## src/flr_pkg.sv

```systemverilog
// ----------------------------------------------------------------------------
// Line rasterizer package
// Screen geometry, field widths, operation codes and the job record that
// passes from the front end to the drawing engine.
// ----------------------------------------------------------------------------
package flr_pkg;

  localparam int SCREEN_COLUMNS = 128;
  localparam int SCREEN_PAGES   = 8;
  localparam int STORE_SIZE     = SCREEN_COLUMNS * SCREEN_PAGES;
  localparam int ADDR_W         = $clog2(STORE_SIZE);

  localparam int OP_W    = 2;
  localparam int X_W     = 7;
  localparam int Y_W     = 6;
  localparam int PAGE_W  = 3;
  localparam int BYTE_W  = 8;
  localparam int ROW_W   = 3;           // row within a page
  localparam int ACC_W   = X_W + 1;     // error accumulator, holds up to twice the span

  localparam int QUEUE_DEPTH = 2;

  localparam logic [OP_W-1:0] OP_DRAW  = 2'd0;
  localparam logic [OP_W-1:0] OP_CLEAR = 2'd1;
  localparam logic [OP_W-1:0] OP_READ  = 2'd2;

  typedef enum logic [1:0] {
    JOB_DRAW  = 2'd0,
    JOB_CLEAR = 2'd1,
    JOB_READ  = 2'd2,
    JOB_NONE  = 2'd3
  } job_kind_t;

  typedef struct packed {
    job_kind_t         kind;
    logic [X_W-1:0]    x;
    logic [Y_W-1:0]    y;
    logic [X_W-1:0]    dx;
    logic [Y_W-1:0]    dy;
    logic [X_W-1:0]    major_span;
    logic              x_neg;
    logic              y_neg;
    logic              pixel_value;
    logic [ADDR_W-1:0] rd_addr;
    logic              rd_ok;
  } job_t;

  function automatic logic [ADDR_W-1:0] store_addr(input logic [PAGE_W-1:0] page,
                                                    input logic [X_W-1:0] col);
    return ADDR_W'(int'(page) * SCREEN_COLUMNS + int'(col));
  endfunction

endpackage

```

## src/flr_if.sv

```systemverilog
// ----------------------------------------------------------------------------
// Line rasterizer channels
// Command and response channels with valid/ready handshakes.
// ----------------------------------------------------------------------------
interface flr_cmd_if;
  import flr_pkg::*;
  logic              valid;
  logic              ready;
  logic [OP_W-1:0]   operation;
  logic [X_W-1:0]    x_start;
  logic [Y_W-1:0]    y_start;
  logic [X_W-1:0]    x_end;
  logic [Y_W-1:0]    y_end;
  logic              pixel_value;
  logic [X_W-1:0]    read_column;
  logic [PAGE_W-1:0] read_page;

  modport source (output valid, operation, x_start, y_start, x_end, y_end, pixel_value,
                  read_column, read_page, input ready);
  modport sink (input valid, operation, x_start, y_start, x_end, y_end, pixel_value,
                read_column, read_page, output ready);
endinterface


```

## src/flr_front.sv

```systemverilog
// ----------------------------------------------------------------------------
// Line rasterizer front end
// Accepts commands, decodes the operation and works out the line spans,
// directions and read address for the engine.
// ----------------------------------------------------------------------------
module flr_front (
  flr_cmd_if.sink      command,
  input  logic         init_busy,
  input  logic         q_full,
  output logic         push,
  output flr_pkg::job_t push_job
);
  import flr_pkg::*;

  logic [X_W-1:0] dx;
  logic [Y_W-1:0] dy;
  logic           x_neg;
  logic           y_neg;

  // Nothing is taken while the store is being wiped after reset.
  assign command.ready = !q_full && !init_busy;
  assign push          = command.valid && command.ready;

  assign x_neg = command.x_end < command.x_start;
  assign y_neg = command.y_end < command.y_start;
  assign dx    = x_neg ? command.x_start - command.x_end : command.x_end - command.x_start;
  assign dy    = y_neg ? command.y_start - command.y_end : command.y_end - command.y_start;

  always_comb begin
    case (command.operation)
      OP_DRAW:  push_job.kind = JOB_DRAW;
      OP_CLEAR: push_job.kind = JOB_CLEAR;
      OP_READ:  push_job.kind = JOB_READ;
      default:  push_job.kind = JOB_NONE;
    endcase
    push_job.x           = command.x_start;
    push_job.y           = command.y_start;
    push_job.dx          = dx;
    push_job.dy          = dy;
    push_job.major_span  = (dx > X_W'(dy)) ? dx : X_W'(dy);
    push_job.x_neg       = x_neg;
    push_job.y_neg       = y_neg;
    push_job.pixel_value = command.pixel_value;
    push_job.rd_addr     = store_addr(command.read_page, command.read_column);
    push_job.rd_ok       = (int'(command.read_column) < SCREEN_COLUMNS) &&
                           (int'(command.read_page) < SCREEN_PAGES);
  end

endmodule

```

## src/flat_wrapper.sv

```systemverilog
// flat-port wrapper written by rule: the top's interface ports become plain ports
module flr_front_flat import flr_pkg::*;
  (init_busy, q_full, push, push_job, command_valid, command_operation, command_x_start, command_y_start, command_x_end, command_y_end, command_pixel_value, command_read_column, command_read_page, command_ready);
  flr_cmd_if command_i ();
  input  logic init_busy;
  input  logic q_full;
  output logic push;
  output flr_pkg::job_t push_job;
  input wire logic [$bits(command_i.valid)-1:0] command_valid;
  input wire logic [$bits(command_i.operation)-1:0] command_operation;
  input wire logic [$bits(command_i.x_start)-1:0] command_x_start;
  input wire logic [$bits(command_i.y_start)-1:0] command_y_start;
  input wire logic [$bits(command_i.x_end)-1:0] command_x_end;
  input wire logic [$bits(command_i.y_end)-1:0] command_y_end;
  input wire logic [$bits(command_i.pixel_value)-1:0] command_pixel_value;
  input wire logic [$bits(command_i.read_column)-1:0] command_read_column;
  input wire logic [$bits(command_i.read_page)-1:0] command_read_page;
  output wire logic [$bits(command_i.ready)-1:0] command_ready;
  assign command_i.valid = command_valid;
  assign command_i.operation = command_operation;
  assign command_i.x_start = command_x_start;
  assign command_i.y_start = command_y_start;
  assign command_i.x_end = command_x_end;
  assign command_i.y_end = command_y_end;
  assign command_i.pixel_value = command_pixel_value;
  assign command_i.read_column = command_read_column;
  assign command_i.read_page = command_read_page;
  assign command_ready = command_i.ready;
  flr_front u_core (.command(command_i), .init_busy(init_busy), .q_full(q_full), .push(push), .push_job(push_job));
endmodule
```

## config.mk

```make
export PLATFORM = sky130hd
export DESIGN_NAME = flr_front_flat
export DESIGN_NICKNAME = d
export VERILOG_FILES = /design/src/flr_pkg.sv /design/src/flr_if.sv /design/src/flr_front.sv /design/src/flat_wrapper.sv
export SDC_FILE = /design/constraint.sdc
export NUM_CORES = 1
export LEC_CHECK = 0
export BUFFER_PORTS_ARGS = -buffer_cell sky130_fd_sc_hd__buf_2
export CORE_MARGIN = 2
export CORE_UTILIZATION = 51
export DETAILED_ROUTE_END_ITERATION = 6
export PLACE_DENSITY = 0.91
export SYNTH_ARGS = -nofsm -noshare
export SYNTH_HDL_FRONTEND = slang
export SYNTH_SLANG_ARGS = --single-unit
```

## constraint.sdc

```tcl
create_clock -name vclk -period 7.4
set_input_delay 1.48 -clock vclk [all_inputs]
set_output_delay 1.48 -clock vclk [all_outputs]
set_load 0.01 [all_outputs]
```

Word level (Yosys, flattened, before mapping)
Index checks and enable logic that the tools add are counted.
{"block": "totals", "latch_bits": 0, "reg_bits": 0, "out_inout_bits": 51, "wordCells": 19, "memories": 0, "romBits": 0, "ramBits": 0}
{"block": "op_classes", "shift": 0, "n_mux": 4, "n_reduce_logical": 5, "div_mod_pow": 0, "n_addsub": 5, "n_mul": 0, "magnitude_cmp": 3, "bitwise_logic": 0, "n_eq_ne": 2}
{"op": "7-bit two-way mux", "count": 2}
{"op": "7-bit subtractor", "count": 2}
{"op": "6-bit subtractor", "count": 2}
{"op": "10-bit by 7-bit adder with 10-bit output", "count": 1}
{"op": "7-bit by 6-bit greater-than comparator with 1-bit output", "count": 1}
{"op": "7-bit < comparator", "count": 1}
{"op": "6-bit < comparator", "count": 1}
{"op": "6-bit two-way mux", "count": 1}
{"op": "2-bit one-hot mux with 3 select lines", "count": 1}
{"op": "2-bit by 1-bit equality test with 1-bit output (second input constant)", "count": 1}
{"op": "2-bit equality test (second input constant)", "count": 1}
{"op": "1-bit logical AND", "count": 2}
{"op": "1-bit logical NOT", "count": 2}
{"op": "2-bit logical NOT", "count": 1}

Logic depth before layout (Yosys ltp)
Gate-level depths: netlist (run 1).
{"block": "logic_depth", "ltp_word": 4, "depth_mapped": 18, "ltp_nobuf": 17}

Worst setup path before layout (run 1)
OpenSTA, ideal clock, no wires.
{"block": "synth_path", "kind": "input to output", "startpoint": "input port command_y_end[0]", "endpoint": "output port push_job[15] (netlist name)", "path_stages": 18, "t_required_ps": 5920, "t_arrival_ps": 4633, "path_slack_ps": 1287, "path_buffers": 1, "path_cell_list": "inv_1 -> ha_1 -> inv_1 -> fa_1 -> a21o_1 -> a21oi_1 -> o21a_1 -> buf_2 -> mux2i_1 -> xnor2_1 -> inv_1 -> ha_1 -> and3b_1 -> o21ai_1 -> a21boi_0 -> nor2b_1 -> mux2i_4 -> mux2_4"}
{"element": "from (decl)", "line_no": "flat_wrapper.sv:14", "rtl": "input wire logic [$bits(command_i.y_end)-1:0] command_y_end;"}
{"element": "to (decl)", "line_no": "flat_wrapper.sv:8", "rtl": "output flr_pkg::job_t push_job;"}

==> metrics.txt, run 1 <==
Die ar. 3670 µm²; Pleak 0.00102 µW; GRT overflow 0; Filler cells just under 300; Worst Hold Class primary input to output port; CP top delay family compound AO/OA/AOI/OAI gates; status finished clean; synth cell count leaders inv_1, ha_1, buf_4; global-route wire length before repair around 5000 µm; Seq/Total Area, Yosys 0%; share of layout cells above drive strength 1 35.7%; Final period util around nine tenths; Synth area leaders ha_1, buf_4, inv_1; initial core utilization 53.4%; CP max-delay cell fa_1; GPL Wtd Cong about 0.85; min cycle time layout 6680 ps; clkbuf count 0; initial antenna violation count 0; top-level port count 93; Crit. End Element output port; Critical Path AT 5200 ps; largest stage delay on the critical path 380 ps; synth unique cells 45; synthesized cell area 1630 µm²; Setup CP Type primary input to output port; first-pass iteration count of the detailed router 4; vias in the first global route roughly 1.3k; Worst Path Max Fanout 6; Port Buffers 66; setup repair bufs after CTS 0; max-cap violation count 0; Avg Cell Area, Syn 8.15 µm²; Pwr Density 142 nW/µm²; ordered cell list for the critical path buf_2 > inv_1 > ha_1 > inv_1 > fa_1 > a21o_1 > a21oi_1 > o21a_1 > mux2i_1 > xor2_1 > ha_1 > and3_1 > nand4_1 > a21boi_0 > nor2b_1 > mux2i_4 > mux2_4 > buf_2; startpoint types primary input; Design Area, Final around 1700 µm²; critical path required time 5920 ps; maximum vdd drop 101 µV; Seq cells 0; DR vias approximately 1.4k; Final ANT Viol Nets 0; Pwr Total 247 µW; 1st-iter DRT viols 26; Fmax roughly 150 MHz; Die Y approximately 61 µm; top cell type's share of synthesized area 23.8%; # resized after CTS 0; Cell Area, Placed ~1700 µm²; Ys Warns 0; pin count of the biggest net entering global routing 9; endpoints failing setup 0; HPWL Detailed around 2800 µm; hold buffer count at cts 0; die width 60.5 µm; n_diodes 0; Max Slew Vio Count 0; dominant cell type by area after synthesis ha_1; area growth from synthesis to final layout 6.68%; Core Region 3050 µm²; vias per cell 4.96; worst path bufs/invs 4; Rows 20; area of the multi-input gates 1210 µm²; Remaining DRCs 0; nets@finish around 300; Synthesized Nets 277; most frequent cell after synthesis inv_1; Register Area 0 µm²; Fin. Hold Viols 0; TNS Setup 0 ps; unrepaired setup endpoints after global routing false; post-DR wirelength/cell about 11 µm; Tot GR Track Use 17.2%; Syn Inst Count 200; drt total wl 3120 µm
==> kinds of logic (layout without fill, tap and decap cells) <==
family	Yosys count	count (layout)	share of synthesized area (%)
adder cells (fa/ha/maj)	35	35	28.7
AO/OA/AOI/OAI	39	39	18.3
XOR/XNOR	10	10	5.37
AND/OR/NAND/NOR	26	26	11.4
other	1	1	0.230
multiplexers	14	14	10.1
buffers and inverters	75	105	25.9
==> stage by stage <==
step / setup WS, ps / hold slack (ps) / instances / util [%]
finish: 725 / 2960 / 274 / 57.0
CTS: 774 / 2960 / 274 / 57.0
global route: 443 / 2960 / 274 / 57.0
global placement: 918 / 2960 / 274 / 57.0
detailed placement: 777 / 2960 / 274 / 57.0
floorplan: 1290 / 3010 / 200 / -
==> report_power, final <==
group          internal (µW)  switching (µW)
logic                    112             135
clock network              0               0
registers                  0               0
==> final cells by class <==
type               count  area share (%)
inverters             39            8.42
multi-input cells    125            69.4
repair buffers        66            19.0
well taps             44            3.17
==> layout by cell type (no fill, tap or decap), drive strengths merged, types with 2 or more instances in the layout <==
master   n
inv     39
ha      31
a21boi   3
buf     66
a21oi   14
xor2     2
nand4    2
a211oi   2
nand3b   3
nor2     3
and2     2
a221oi   3
nand2    7
xnor2    8
fa       4
mux2     3
o21a     3
nor2b    3
o21ai    4
mux2i   11
nand3    3
a21o     5
==> routing by layer <==
metal	part of all wire (%)	track usage, %
met1	40	20.2
met2	54	34.8
met3	5.7	1.92
met4	0.32	0.621
met5	0	0
==> worst paths after layout <==
| kind | start | to | slack, ps | cells after the start |
|---|---|---|---|---|
| max | command_y_end[0] | push_job[16] | 720 | 18 |
| min | command_operation[0] | push_job[47] | 2960 | 0 |
Note: power is estimated with default switching activity, not from simulation.
==> run 2: changes to the inputs <==
GPL_TIMING_DRIVEN = 0   (was unset)
SKIP_LAST_GASP = 1   (was unset)
clock period = 8.3 ns   (was 7.4 ns; I/O delays follow)
==> run 2 against run 1 <==
Against the previous run: global-route usage increased by 0.88 points; setup slack better by 470 ps; final cell count up 18%; wire length up 7.5%; sequential share of layout area unchanged; worst hold slack gained 540 ps; non-clock buffer count grew 49; critical path type unchanged; largest power group unchanged; highest routed layer unchanged.
==> metrics.txt, run 2 (synthesized netlist as in run 1, its figures left out) <==
Internal 114 µW; post-DR wirelength/cell 10.4 µm; initial antenna violation count 0; commonest non-fill, non-tap cell in the layout buf_2; drt total wl approximately 3400 µm; Rows 20; Fin. Hold Viols 0; vias in the first global route roughly 1.4k; Core Region 3050 µm²; endpoints failing setup 0; Port Buffers 79; Top Metal Used met4; DR vias 1526; Die ar. approximately 3700 µm²; Worst Hold Class primary input to output port; switch share 52.1%; commonest non-fill, non-tap cells in the layout buf_2, inv_1, ha_1; Die Y slightly above 60 µm; startpoint types primary input; Metal-1 WL 1350 µm; area growth from synthesis to final layout 27.6%; Reg power frac 0%; clkbuf count 0; Critical Path AT 5450 ps; first-pass iteration count of the detailed router 4; status finished clean; max-cap violation count 0; Tot GR Track Use a little under a fifth; clock power share 0%; min cycle time layout around 7000 ps; die width 60.5 µm; setup repair bufs after CTS 0; HPWL Detailed slightly above 3000 µm; TNS Setup 0 ps; Seq cells 0; Fmax 141 MHz; maximum vdd drop ~83 µV; Final ANT Viol Nets 0; pin count of the biggest net entering global routing 9; Worst Path Max Fanout 6; Pwr Density 115 nW/µm²; Worst Hold Slack 3500 ps; share of layout cells above drive strength 1 roughly 46%; Met3 Routed Length 228 µm; unrepaired setup endpoints after global routing false; global-route wire length before repair 5290 µm; Setup CP Type primary input to output port; GPL Wtd Cong approximately 0.82; DR WL met2 around 1800 µm; Pleak 0.00124 µW; critical path required time 6640 ps; top-level port count 93; Register Area 0 µm²; initial core utilization a little over half; GRT overflow 0; Filler cells 280; n_diodes 0; nets@finish 358; Final period util between 80% and 90%; hold buffer count at cts 0; Psw 124 µW; Max Slew Vio Count 0; Remaining DRCs 0; # resized after CTS 0; Crit. End Element output port; 1st-iter DRT viols 15; vias per cell 4.72; Comb pwr share 100.0%
[run 2: cell count changes in the layout (fill, tap and decap cells not counted), sizes merged]
cell and change:
clkbuf +2, buf +47
[run 2: final timing paths]
path                  from      endpoint  depth (start not counted)
max       command_y_end[0]  push_job[15]                         19
min   command_operation[0]  push_job[47]                          2
[run 2: power groups by stage]
stage | sequential, µW | clock (µW) | combinational, µW
2_1_floorplan | 0 | 0 | 169
3_3_place_gp | 0 | 0 | 234
3_5_place_dp | 0 | 0 | 240
4_1_cts | 0 | 0 | 241
5_1_grt | 0 | 0 | 264
6_report | 0 | 0 | 239
[run 2: stage by stage]
step                instance area (µm²)  util [%]  total power (µW)  std cells  worst slack (ps)
finish                             2080      68.2               239        323              1190
global route                       2080      68.2               264        323              1000
CTS                                2080      68.2               241        323              1220
detailed placement                 2080      68.2               240        323              1230
global placement                   2080      68.2               234        323              1320
floorplan                          1630         -               169        200              1830
[run 2: final cells by class]
class                      instances  area (µm²)  area share, %
buffer                            36         277           13.3
inverter                          39         146           7.04
multi-input combinational        125        1210           58.0
tap                               44        55.1           2.65
timing repair buffer              79         395           19.0
[run 2: worst max-delay path: stages]
cell and delay, ps:
buf_2 110, inv_1 50, ha_1 160, inv_1 70, fa_1 400, a21o_1 170, a21oi_1 210, o21a_1 160
buf_2 200, mux2i_1 260, xor2_1 290, ha_1 280, and3_1 180, nand4_1 80, a21boi_0 280, nor2b_1 120
mux2i_4 320, mux2_4 330, buf_2 140
[run 2: layer usage]
layer / vias up / global-route usage, %
met5: - / 0
met4: 0 / 1.24
met3: 2 / 2.35
met2: 50 / 37.0
met1: 688 / 20.4
li1: 786 / -
