`config.mk`:
```
export PLATFORM = sky130hd
export DESIGN_NAME = flr_queue
export DESIGN_NICKNAME = d
export VERILOG_FILES = /design/src/flr_pkg.sv /design/src/flr_queue.sv
export SDC_FILE = /design/constraint.sdc
export NUM_CORES = 1
export LEC_CHECK = 0
export ABC_AREA = 1
export BUFFER_PORTS_ARGS = -buffer_cell sky130_fd_sc_hd__buf_2
export CAP_MARGIN = 20
export CORE_ASPECT_RATIO = 1.25
export CORE_MARGIN = 2
export CORE_UTILIZATION = 55
export DETAILED_ROUTE_END_ITERATION = 10
export HOLD_SLACK_MARGIN = 0.05
export PLACE_DENSITY = 0.83
export SLEW_MARGIN = 20
export SYNTH_ARGS = -nofsm -noshare
export SYNTH_HDL_FRONTEND = slang
export SYNTH_SLANG_ARGS = --single-unit
```
`constraint.sdc`:
```
create_clock -name clk -period 5.6 [get_ports clk]
set_clock_uncertainty 0.2 [all_clocks]
set_input_delay 0 -clock clk [delete_from_list [all_inputs] [get_ports clk]]
set_output_delay 0 -clock clk [all_outputs]
set_load 0.01 [all_outputs]
```
`src/flr_pkg.sv`:
```
// ----------------------------------------------------------------------------
// Line rasterizer package
// Screen geometry, field widths, operation codes and the job record that
// passes from the front end to the drawing engine.
// ----------------------------------------------------------------------------
package flr_pkg;

  localparam int SCREEN_COLUMNS = 128;
  localparam int SCREEN_PAGES   = 8;
  localparam int STORE_SIZE     = SCREEN_COLUMNS * SCREEN_PAGES;
  localparam int ADDR_W         = $clog2(STORE_SIZE);

  localparam int OP_W    = 2;
  localparam int X_W     = 7;
  localparam int Y_W     = 6;
  localparam int PAGE_W  = 3;
  localparam int BYTE_W  = 8;
  localparam int ROW_W   = 3;           // row within a page
  localparam int ACC_W   = X_W + 1;     // error accumulator, holds up to twice the span

  localparam int QUEUE_DEPTH = 2;

  localparam logic [OP_W-1:0] OP_DRAW  = 2'd0;
  localparam logic [OP_W-1:0] OP_CLEAR = 2'd1;
  localparam logic [OP_W-1:0] OP_READ  = 2'd2;

  typedef enum logic [1:0] {
    JOB_DRAW  = 2'd0,
    JOB_CLEAR = 2'd1,
    JOB_READ  = 2'd2,
    JOB_NONE  = 2'd3
  } job_kind_t;

  typedef struct packed {
    job_kind_t         kind;
    logic [X_W-1:0]    x;
    logic [Y_W-1:0]    y;
    logic [X_W-1:0]    dx;
    logic [Y_W-1:0]    dy;
    logic [X_W-1:0]    major_span;
    logic              x_neg;
    logic              y_neg;
    logic              pixel_value;
    logic [ADDR_W-1:0] rd_addr;
    logic              rd_ok;
  } job_t;

  function automatic logic [ADDR_W-1:0] store_addr(input logic [PAGE_W-1:0] page,
                                                    input logic [X_W-1:0] col);
    return ADDR_W'(int'(page) * SCREEN_COLUMNS + int'(col));
  endfunction

endpackage

```
`src/flr_queue.sv`:
```
// ----------------------------------------------------------------------------
// Line rasterizer job queue
// Short first-in first-out queue between the front end and the engine.
// ----------------------------------------------------------------------------
module flr_queue (
  input  logic          clk,
  input  logic          rst,
  input  logic          push,
  input  flr_pkg::job_t push_job,
  output logic          full,
  input  logic          pop,
  output flr_pkg::job_t pop_job,
  output logic          not_empty
);
  import flr_pkg::*;

  localparam int PTR_W = (QUEUE_DEPTH > 1) ? $clog2(QUEUE_DEPTH) : 1;
  localparam int CNT_W = $clog2(QUEUE_DEPTH + 1);

  job_t             slots [QUEUE_DEPTH];
  logic [PTR_W-1:0] wr_ptr;
  logic [PTR_W-1:0] rd_ptr;
  logic [CNT_W-1:0] count;

  assign full      = count == CNT_W'(QUEUE_DEPTH);
  assign not_empty = count != '0;
  assign pop_job   = slots[rd_ptr];

  always_ff @(posedge clk) begin
    if (push) begin
      slots[wr_ptr] <= push_job;
    end
  end

  always_ff @(posedge clk) begin
    if (rst) begin
      wr_ptr <= '0;
      rd_ptr <= '0;
      count  <= '0;
    end else begin
      if (push) begin
        wr_ptr <= (wr_ptr == PTR_W'(QUEUE_DEPTH - 1)) ? '0 : wr_ptr + 1'b1;
      end
      if (pop) begin
        rd_ptr <= (rd_ptr == PTR_W'(QUEUE_DEPTH - 1)) ? '0 : rd_ptr + 1'b1;
      end
      if (push && !pop) begin
        count <= count + 1'b1;
      end else if (pop && !push) begin
        count <= count - 1'b1;
      end
    end
  end

endmodule

```
Yosys cells after proc, flatten, opt, wreduce, memory -nomap -nowiden. Memory sizes are Yosys's and may differ from the RTL's. A register that Yosys moved wholly into a read port is not among the register bits. Cells that the tools add are included.

Flip-flop bits (word level): 4. RAM bits: 98. Input port bits: 53. Word-level logic and storage cells: 23. Memories: 1.

Memory list: slots (words 2, width 49, rd ports 1, clocked after Yosys merged registers in 1, wr ports 1, RTL line flr_queue.sv:20) `job_t slots [QUEUE_DEPTH];`.

$add $sub $neg: 4. Equal/unequal tests: 1. Multiplexer cells: 8. Reduce and logical (&&, ||, !) cells: 6.

Operator list (number): 2-to-1 mux 1 bit (6); 2-to-1 mux 2 bit (2); nonzero test 2 bit (2); adder 1 bit (second input constant) (2); adder 2 x 1 -> 2 bit (second input constant) (1); equality test 2 bit (second input constant) (1); logical AND 1 bit (2); logical NOT 1 bit (2); subtractor 2 x 1 -> 2 bit (second input constant) (1).

Depth between registers and ports, before layout. Gate-level depths: netlist of the first run.

Depth after elaboration: 4. Mapped depth: 8. Gate-level depth less buffers: 8.

Least setup slack after synthesis of the first run. OpenSTA, ideal clock, no wires.

Kind: reg-to-reg. Start: register wr_ptr. End: memory slots[0][0] in the netlist's numbering, enable pin. Library setup time: 0.457 ns. Arrival time: 2.377 ns. Required time: 4.943 ns. Path slack: 2.566 ns. Stages on the path, launching flop included: 2. Period minus slack after synthesis: 3.034 ns. Cells stage by stage: dfxtp_1 nor2_1.

RTL lines: from (decl) (RTL line flr_queue.sv:21) `logic [PTR_W-1:0] wr_ptr;`; from (signal assigned) (RTL line flr_queue.sv:42) `wr_ptr <= (wr_ptr == PTR_W'(QUEUE_DEPTH - 1)) ? '0 : wr_ptr + 1'b1;`; to (decl) (RTL line flr_queue.sv:20).

Straight into the memory's write port.

==> results of run 1 <==
[metrics by stage]
| step | util | hold WS [ps] |
|---|---|---|
| after floorplan | - | -127.6 |
| after global placement | 0.6629 | -12.45 |
| after detailed placement | 0.6629 | -8.941 |
| after CTS | 0.7713 | 149.6 |
| after global routing | 0.7715 | 158.9 |
| final | 0.7715 | 164.1 |
[cell families (layout without fill, tap and decap cells)]
| group | count (synthesis) | in the layout | share of synthesized area |
|---|---|---|---|
| mux | 49 | 49 | 0.1548 |
| simple gates | 15 | 15 | 0.01610 |
| compound gates | 2 | 2 | 0.002626 |
| buf+inv | 14 | 183 | 0.02169 |
| flops | 103 | 103 | 0.7992 |
| fa+ha+maj | 1 | 1 | 0.003286 |
| xor+xnor | 1 | 1 | 0.002301 |
[sequential cells by signal, indices dropped and copies added (netlist names), named ones only]
signal,count
wr_ptr,1
count,2
slots,98
rd_ptr,1
[layout by cell type (no fill, tap or decap)]
| cell type | synthesis | routed |
|---|---|---|
| nand3_1 | 1 | 1 |
| edfxtp_1 | 98 | 98 |
| clkbuf_8 | 0 | 9 |
| clkinvlp_4 | 0 | 1 |
| mux2_2 | 39 | 39 |
| clkbuf_1 | 0 | 2 |
| clkinv_2 | 0 | 1 |
| buf_2 | 0 | 103 |
| dfxtp_2 | 0 | 1 |
| clkinv_1 | 0 | 1 |
| o21ai_0 | 1 | 1 |
| a21oi_1 | 1 | 1 |
| dfxtp_1 | 5 | 4 |
| buf_4 | 3 | 2 |
| ha_1 | 1 | 1 |
| bufinv_16 | 0 | 1 |
| clkinv_4 | 0 | 2 |
| mux2_4 | 10 | 10 |
| inv_1 | 9 | 8 |
| nor2_4 | 0 | 1 |
| nand2_1 | 6 | 6 |
| nor3_1 | 1 | 1 |
| xnor2_1 | 1 | 1 |
| nand4_1 | 1 | 1 |
| dlygate4sd3_1 | 0 | 53 |
| nor2_1 | 6 | 5 |
[metal layers]
layer,vias to the layer above,track usage,share of wire
li1,1037,-,-
met1,1071,0.2205,0.38
met2,71,0.3574,0.55
met3,12,0.05037,0.049
met4,0,0.06883,0.016
met5,-,0,0
[critical path, cell delays in order (launching register included)]
cell and delay [ps]:
dfxtp_2 770, buf_4 460, mux2_2 400, buf_2 150
[path summary, 6_finish.rpt]
kind                    start           end  slack (ps)  cells after the start
setup / recovery     register   pop_job[11]        3270                      3
hold / removal    push_job[3]   slots[0][3]         160                      2
setup reg to reg       wr_ptr  slots[0][25]        3680                      2
hold reg to reg        rd_ptr        rd_ptr         380                      2
[timing repair]
action,4_1_cts,5_1_grt
setup buffers,0,0
hold buffers,53,0
resized for setup,0,0
hold endpoints to repair,127,0
setup endpoints to repair,0,0
[layout make-up]
class / count / area (um2)
Clock buffer: 11 / 131.4
Tap cell: 87 / 108.9
Timing Repair Buffer: 158 / 1061
Fill cell: 383 / 1519
Sequential cell: 103 / 3044
Inverter: 9 / 35.03
Clock inverter: 5 / 58.81
Multi-Input combinational cell: 68 / 689.4
[power by group]
part / total [mW] / internal [mW] / switching [mW]
logic: 0.203 / 0.110 / 0.0937
registers: 0.909 / 0.890 / 0.0188
clock network: 0.441 / 0.207 / 0.234
==> flow_summary.toml, run 1 <==
[status]
status = "completed"

[final_layout]
diodes = 0
area_growth_pct = 34.70
drive_gt1_frac = 0.4802
final_nets = 403
final_area_um2 = 5129
final_cell_count_no_fill = 441

[global_routing]
grt_first_pass_wirelength_um = 11070
antenna_found_initial = 0
grt_pass1_vias = 2346
grt.total_usage = 0.1965
grt_max_degree = 51
gr-total-overflow = 0

[yosys]
yosys.area.top_type = "edfxtp_1"
synth_commonest_cells = "edfxtp_1 (98), mux2_2 (39), mux2_4 (10), inv_1 (9)"
synth_edf_count = 98
synthesis.area_um2 = 3807
synth.most_common_cell = "edfxtp_1"
syn_inst = 185
synth_area_per_cell_um2 = 20.58
synth_nets = 239
synth_cell_types = 17
ys.flop_type = "edfxtp_1"
ys_seq_area_frac = 0.7992
ys_warn_count = 0
async_flop_share = 0
synth-seq-cells = 103
ys_top_cells_by_area = "edfxtp_1 (77%), mux2_2 (12%), mux2_4 (3.9%)"
synth_top_area_share = 0.7729

[sta]
grt_setup_unrepaired = "false"
layout_min_cycle_time_ps = 2329
maxSlewViolCount = 0
timing.final.crit_share = 0.4158
setup-tns-final_ps = 0
setup_violations = 0
tightest_slew_ps = 863.6
setup_slack_ps = 3271
relSlewSlack = 0.4243
max_freq_ghz = 0.4294
final-hold-violation-count = 0

[routing]
wl_per_cell_um = 16.33
drtPass1Iterations = 4
vias = 2191
drc = 0
finalWirelength_um = 7202
ant_nets = 0
drt_iter0_markers = 152
viasPerCell = 4.968

[floorplanning]
row_count = 33
fp.dieW_um = 78.42
die_h_um = 97.02
core_area_um2 = 6648
initial_core_util = 0.5727
die_area_um2 = 7608
pin_count = 104

[clock_network]
cts_tree = "built"
cts_root_buffer = "clkbuf_8"
htreeDepth = 3
clock-sinks = 103
path_clk_slew_ps = 90
numCtsBuffers = 9
clk_path_buf_depth = 2
insertion_delay_ps = 350

[worst_setup_path]
required_ps = 5400
cp.arrival_ps = 2130
worst_setup_path_end_kind = "output port"
worst-path-max-fanout = 26
crit_type = "reg2out"
cp-start-kind = "register"

[power]
ir_drop_mv = 0.2034
leakage_nw = 2.001
power_density_nw_per_um2 = 302.8
total_power_mw = 1.553

[placement]
dp_cells = 372
postPlaceCellArea_um2 = 4407
hpwl_um = 4055
port_buffers = 103
routabilityCongestion = 0.6939
pre_cts_ws_ps = 3645

[min_path]
hold_path_class = "in2reg"

[flow_run]
maxCapViolCount = 0
Note: power is estimated with default switching activity, not from simulation.
==> run 2: changes to the inputs <==
--- a/config.mk
+++ b/config.mk
@@ -10,10 +10,10 @@
 export CAP_MARGIN = 20
 export CORE_ASPECT_RATIO = 1.25
 export CORE_MARGIN = 2
-export CORE_UTILIZATION = 55
+export CORE_UTILIZATION = 47
 export DETAILED_ROUTE_END_ITERATION = 10
 export HOLD_SLACK_MARGIN = 0.05
-export PLACE_DENSITY = 0.83
+export PLACE_DENSITY = 0.76
 export SLEW_MARGIN = 20
 export SYNTH_ARGS = -nofsm -noshare
 export SYNTH_HDL_FRONTEND = slang
==> constraint.sdc (replaced) <==
create_clock -name clk -period 2.1 [get_ports clk]
set_clock_uncertainty 0.2 [all_clocks]
set_input_delay 0 -clock clk [delete_from_list [all_inputs] [get_ports clk]]
set_output_delay 0 -clock clk [all_outputs]
set_load 0.01 [all_outputs]
==> run 2 against run 1 <==
Against the previous run: total power increased to 2.7 times the previous value; register-to-register slack got worse by 3000 ps; non-clock buffer count increased by 2; global-route usage decreased by 3.4 points; critical endpoint is now pop_job[42].
==> flow_summary.toml, run 2 (synthesis gave the netlist of run 1 again) <==
[final_layout]
max_flop_register = "slots"
diodes = 0
final_nets = 405
largest_reg_flops = 98
area_growth_pct = 36.21
post-route-util = 0.6617
layout_common_cells = "buf_2 (103), edfxtp_1 (98), dlygate4sd3_1 (53)"
final_area_um2 = 5186
fillers = 578
reg.largest.list = "slots x98, count x2"
final_common_cell = "buf_2"
drive_gt1_frac = 0.4888
final_cell_count_no_fill = 451

[worst_setup_path]
ff2ff_path_depth = 3
worst_setup_path_end_kind = "output port"
cp-start-kind = "register"
r2r_slack_ps = 690
worst-path-max-fanout = 49
cp.arrival_ps = 1530
crit_type = "reg2out"
required_ps = 1900

[global_routing]
antenna_found_initial = 0
grt.total_usage = 0.1624
grt_first_pass_wirelength_um = 10810
gr-total-overflow = 0
grt_pass1_vias = 2333
grt_max_degree = 50

[clock_network]
insertion_delay_ps = 350
htreeDepth = 3
ctsResizeCount = 0
cts_setup_buffers = 0
clk_path_buf_depth = 2
cts_tree = "built"
clock-sinks = 103
path_clk_slew_ps = 90
numCtsBuffers = 9
cts_root_buffer = "clkbuf_8"

[placement]
port_buffers = 103
postPlaceCellArea_um2 = 4457
pre_cts_ws_ps = 709.1
dp_cells = 382
routabilityCongestion = 0.6716
hpwl_um = 4105

[floorplanning]
initial_core_util = 0.4858
core_area_um2 = 7838
pin_count = 104
row_count = 36
die_area_um2 = 8841
die_h_um = 104.6
fp.dieW_um = 84.50

[min_path]
hold_path_class = "in2reg"
hold_depth = 2

[routing]
ant_nets = 0
drc = 0
drt_iter0_markers = 68
viasPerCell = 4.776
drtPass1Iterations = 4
vias = 2154
wl_per_cell_um = 15.50
finalWirelength_um = 6992

[sta]
hold_ws_ps = 161.6
maxSlewViolCount = 0
tightest_slew_ps = 345.4
grt_setup_unrepaired = "false"
setup_slack_ps = 374.0
relSlewSlack = 0.7697
timing.final.crit_share = 0.8219
setup-tns-final_ps = 0
setup_violations = 0
layout_min_cycle_time_ps = 1726
final-hold-violation-count = 0
max_freq_ghz = 0.5794

[power]
ir_drop_mv = 0.5974
intPower_mw = 3.256
combPwrFrac = 0.136
clkPwrFrac = 0.290
total_power_mw = 4.180
pwr-share-seq = 0.574
switching_power_mw = 0.9238
power_density_nw_per_um2 = 805.9
leakage_nw = 2.021
swShare = 0.2210

[flow_run]
maxCapViolCount = 0

[status]
status = "completed"
## run 2: cell count changes in the layout (fill, tap and decap cells not counted), sizes merged
cell / previous run / this run
buf: 105 / 107
clkinv: 4 / 1
clkinvlp: 1 / 3
inv: 8 / 9
## run 2: cell type report
type	count	area (um2)	area share
clock inverter	5	57.56	0.01110
sequential	103	3044	0.5870
clock buffer	11	141.4	0.02726
timing repair buffer	160	1101	0.2123
inverter	9	33.78	0.006514
tap	95	118.9	0.02292
multi-input combinational	68	689.4	0.1329
## run 2: worst paths after layout
kind	from	to
max	register	pop_job[42]
min	push_job[43]	slots[0][43]
max reg2reg	rd_ptr	register
min reg2reg	rd_ptr	rd_ptr
## run 2: power groups by stage
stage / sequential, mW / clock [mW] / combinational, mW
after floorplan: 2.44 / 0 / 0.295
after global placement: 2.44 / 0 / 0.486
after detailed placement: 2.45 / 0 / 0.495
after CTS: 2.40 / 1.25 / 0.573
after global routing: 2.41 / 1.31 / 0.615
final: 2.40 / 1.21 / 0.568
## run 2: what timing repair did
item                       in CTS  in global routing
hold endpoints to repair      103                  0
hold buffers                   53                  0
setup endpoints to repair       0                  0
## run 2: worst max-delay path, cell delays in order, from the launching register on
cell	delay [ps]
dfxtp_2	350
buf_12	270
mux2_2	390
buf_2	150
## run 2: per-layer routing
| layer | vias to the layer above | track usage | routed length [um] |
|---|---|---|---|
| li1 | 1038 | - | - |
| met1 | 1026 | 0.1642 | 2577 |
| met2 | 72 | 0.2958 | 3888 |
| met3 | 18 | 0.03002 | 270 |
| met4 | 0 | 0.1100 | 255 |
| met5 | - | 0 | 0 |
==> run 3: changes to the inputs <==
==> constraint.sdc (replaced) <==
create_clock -name clk -period 1.56 [get_ports clk]
set_clock_uncertainty 0.2 [all_clocks]
set_input_delay 0 -clock clk [delete_from_list [all_inputs] [get_ports clk]]
set_output_delay 0 -clock clk [all_outputs]
set_load 0.01 [all_outputs]
==> run 3 against run 2 <==
Against the previous run: the flow now finishes with violations (negative setup slack); highest routed layer unchanged; total power up 37%; largest power group unchanged; critical path depth rose by 1; hold slack improved by 2.5 ps; non-clock buffer count grew 6; sequential share of layout area fell by 4.1 points.
==> flow_summary.toml, run 3 (synthesis gave the netlist of run 1 again) <==
[status]
status = "finished, violations left"
violations = "negative setup slack"

[min_path]
hold_path_class = "in2reg"
hold_path_end = "slots[1][32]"
hp-start = "push_job[32]"
hold_depth = 2

[final_layout]
seq_area_um2 = 3048
post-route-util = 0.7128
max_flop_register = "slots"
diodes = 0
final_nets = 411
layout_common_cells = "edfxtp_1 (98), buf_2 (72), dlygate4sd3_1 (53)"
multi_input_area_um2 = 770.7
final_cell_count_no_fill = 457
area_growth_pct = 46.73
drive_gt1_frac = 0.5028
largest_reg_flops = 98
fillers = 499
final_common_cell = "edfxtp_1"
reg.largest.list = "slots x98, count x2"

[sta]
tightest_slew_ps = 241.3
setup_slack_ps = -110.8
relSlewSlack = 0.8391
timing.final.crit_share = 1.071
grt_setup_unrepaired = "true"
layout_min_cycle_time_ps = 1671
setup_violations = 49
max_freq_ghz = 0.5985
final-hold-violation-count = 0
maxSlewViolCount = 0

[floorplanning]
die_h_um = 104.6
core_area_um2 = 7838
row_count = 36
die_area_um2 = 8841
pin_count = 104
fp.dieW_um = 84.50
initial_core_util = 0.4858

[power]
power_density_nw_per_um2 = 1023
leakage_nw = 2.217
ir_drop_mv = 0.7918
total_power_mw = 5.713

[clock_network]
cts_tree = "built"
cts_root_buffer = "clkbuf_8"
path_clk_slew_ps = 100
clock-sinks = 103
insertion_delay_ps = 350
numCtsBuffers = 9
clk_path_buf_depth = 2
htreeDepth = 3

[worst_setup_path]
crit_type = "reg2out"
r2r_slack_ps = 110
cpPeakStageDelay_ps = 400
ff2ff_path_depth = 3
required_ps = 1360
worst-path-max-fanout = 8
cp.arrival_ps = 1470
path_cells = "buf_12 > clkbuf_16 > mux2_4 > buf_6"
reg2reg_to = "rd_ptr"
r2r_start = "rd_ptr"
cpMaxStageDelayCell = "dfxtp_4"
cp-start-kind = "register"
worst_setup_path_end_kind = "output port"

[routing]
vias = 2243
finalWirelength_um = 7990
drc = 0
drt_iter0_markers = 93
drtPass1Iterations = 4
ant_nets = 0
wl_per_cell_um = 17.48
viasPerCell = 4.908

[global_routing]
grt_pass1_vias = 2446
gr-total-overflow = 0
grt.total_usage = 0.1756
grt_first_pass_wirelength_um = 11760
grt_max_degree = 33
antenna_found_initial = 0

[placement]
routabilityCongestion = 0.6479
port_buffers = 103
dp_cells = 384
hpwl_um = 4087

[flow_run]
maxCapViolCount = 0
-- run 3: cell types whose count changed in the layout (fill, tap and decap cells not counted), sizes merged --
cell,change
inv,+1
clkinvlp,-1
clkinv,+3
bufinv,-1
buf,+4
-- run 3: what timing repair did --
item	4_1_cts	5_1_grt
pin swaps	0	0
hold buffers	53	0
endpoints found under the setup margin	49	49
gates cloned	1	2
buffers inserted	0	1
hold endpoints to repair	103	0
gates resized for setup	29	27
-- run 3: worst max path at each step --
stage / start / endpoint / slack (ps) / cells past startpoint
final: register / pop_job[19] / -110 / 4
after CTS: register / pop_job[43] / -130 / 3
after global placement: register / pop_job[43] / 270 / 3
after floorplan: wr_ptr / slots[1][0] / -130 / 2
after detailed placement: register / pop_job[43] / 270 / 3
after global routing: register / pop_job[19] / -160 / 4
-- run 3: through the flow --
stage / setup WS [ps] / hold slack, ps / area [um2] / TNS (ps)
finish: -110.8 / 164.1 / 5587 / -2616
floorplan: -128.5 / -128.2 / 3822 / -11150
global route: -159.4 / 139.4 / 5587 / -5083
detailed placement: 270.5 / -8.798 / 4504 / 0
global placement: 267.8 / -12.79 / 4504 / 0
CTS: -134.4 / 141.3 / 5385 / -4889
-- run 3: layer usage --
metal / wire length (um) / GRT usage / vias up
met1: 2859 / 0.1808 / 1097
met4: 257 / 0.1032 / 0
met2: 4567 / 0.3228 / 78
met5: 0 / 0 / -
li1: - / - / 1047
met3: 305 / 0.03476 / 21
-- run 3: power breakdown --
| group | leakage, nW | switching (mW) | total [mW] | internal [mW] |
|---|---|---|---|---|
| clock network | 0.0874 | 0.875 | 1.46 | 0.583 |
| logic | 1.17 | 0.417 | 1.01 | 0.598 |
| registers | 0.962 | 0.0488 | 3.24 | 3.19 |
| total | 2.22 | 1.34 | 5.71 | 4.37 |
-- run 3: worst max-delay path: cells and delay by family (launching register included) --
family | cells | cell delay [ps]
buffers and inverters | 3 | 410
flip-flops | 1 | 400
multiplexers | 1 | 310
-- run 3: area by class of cell --
cell class / count / share of cell area
Clock inverter: 7 / 0.008511
Sequential cell: 103 / 0.5456
Clock buffer: 9 / 0.02217
Multi-Input combinational cell: 68 / 0.1380
Tap cell: 95 / 0.02128
Inverter: 9 / 0.006719
Timing Repair Buffer: 166 / 0.2578
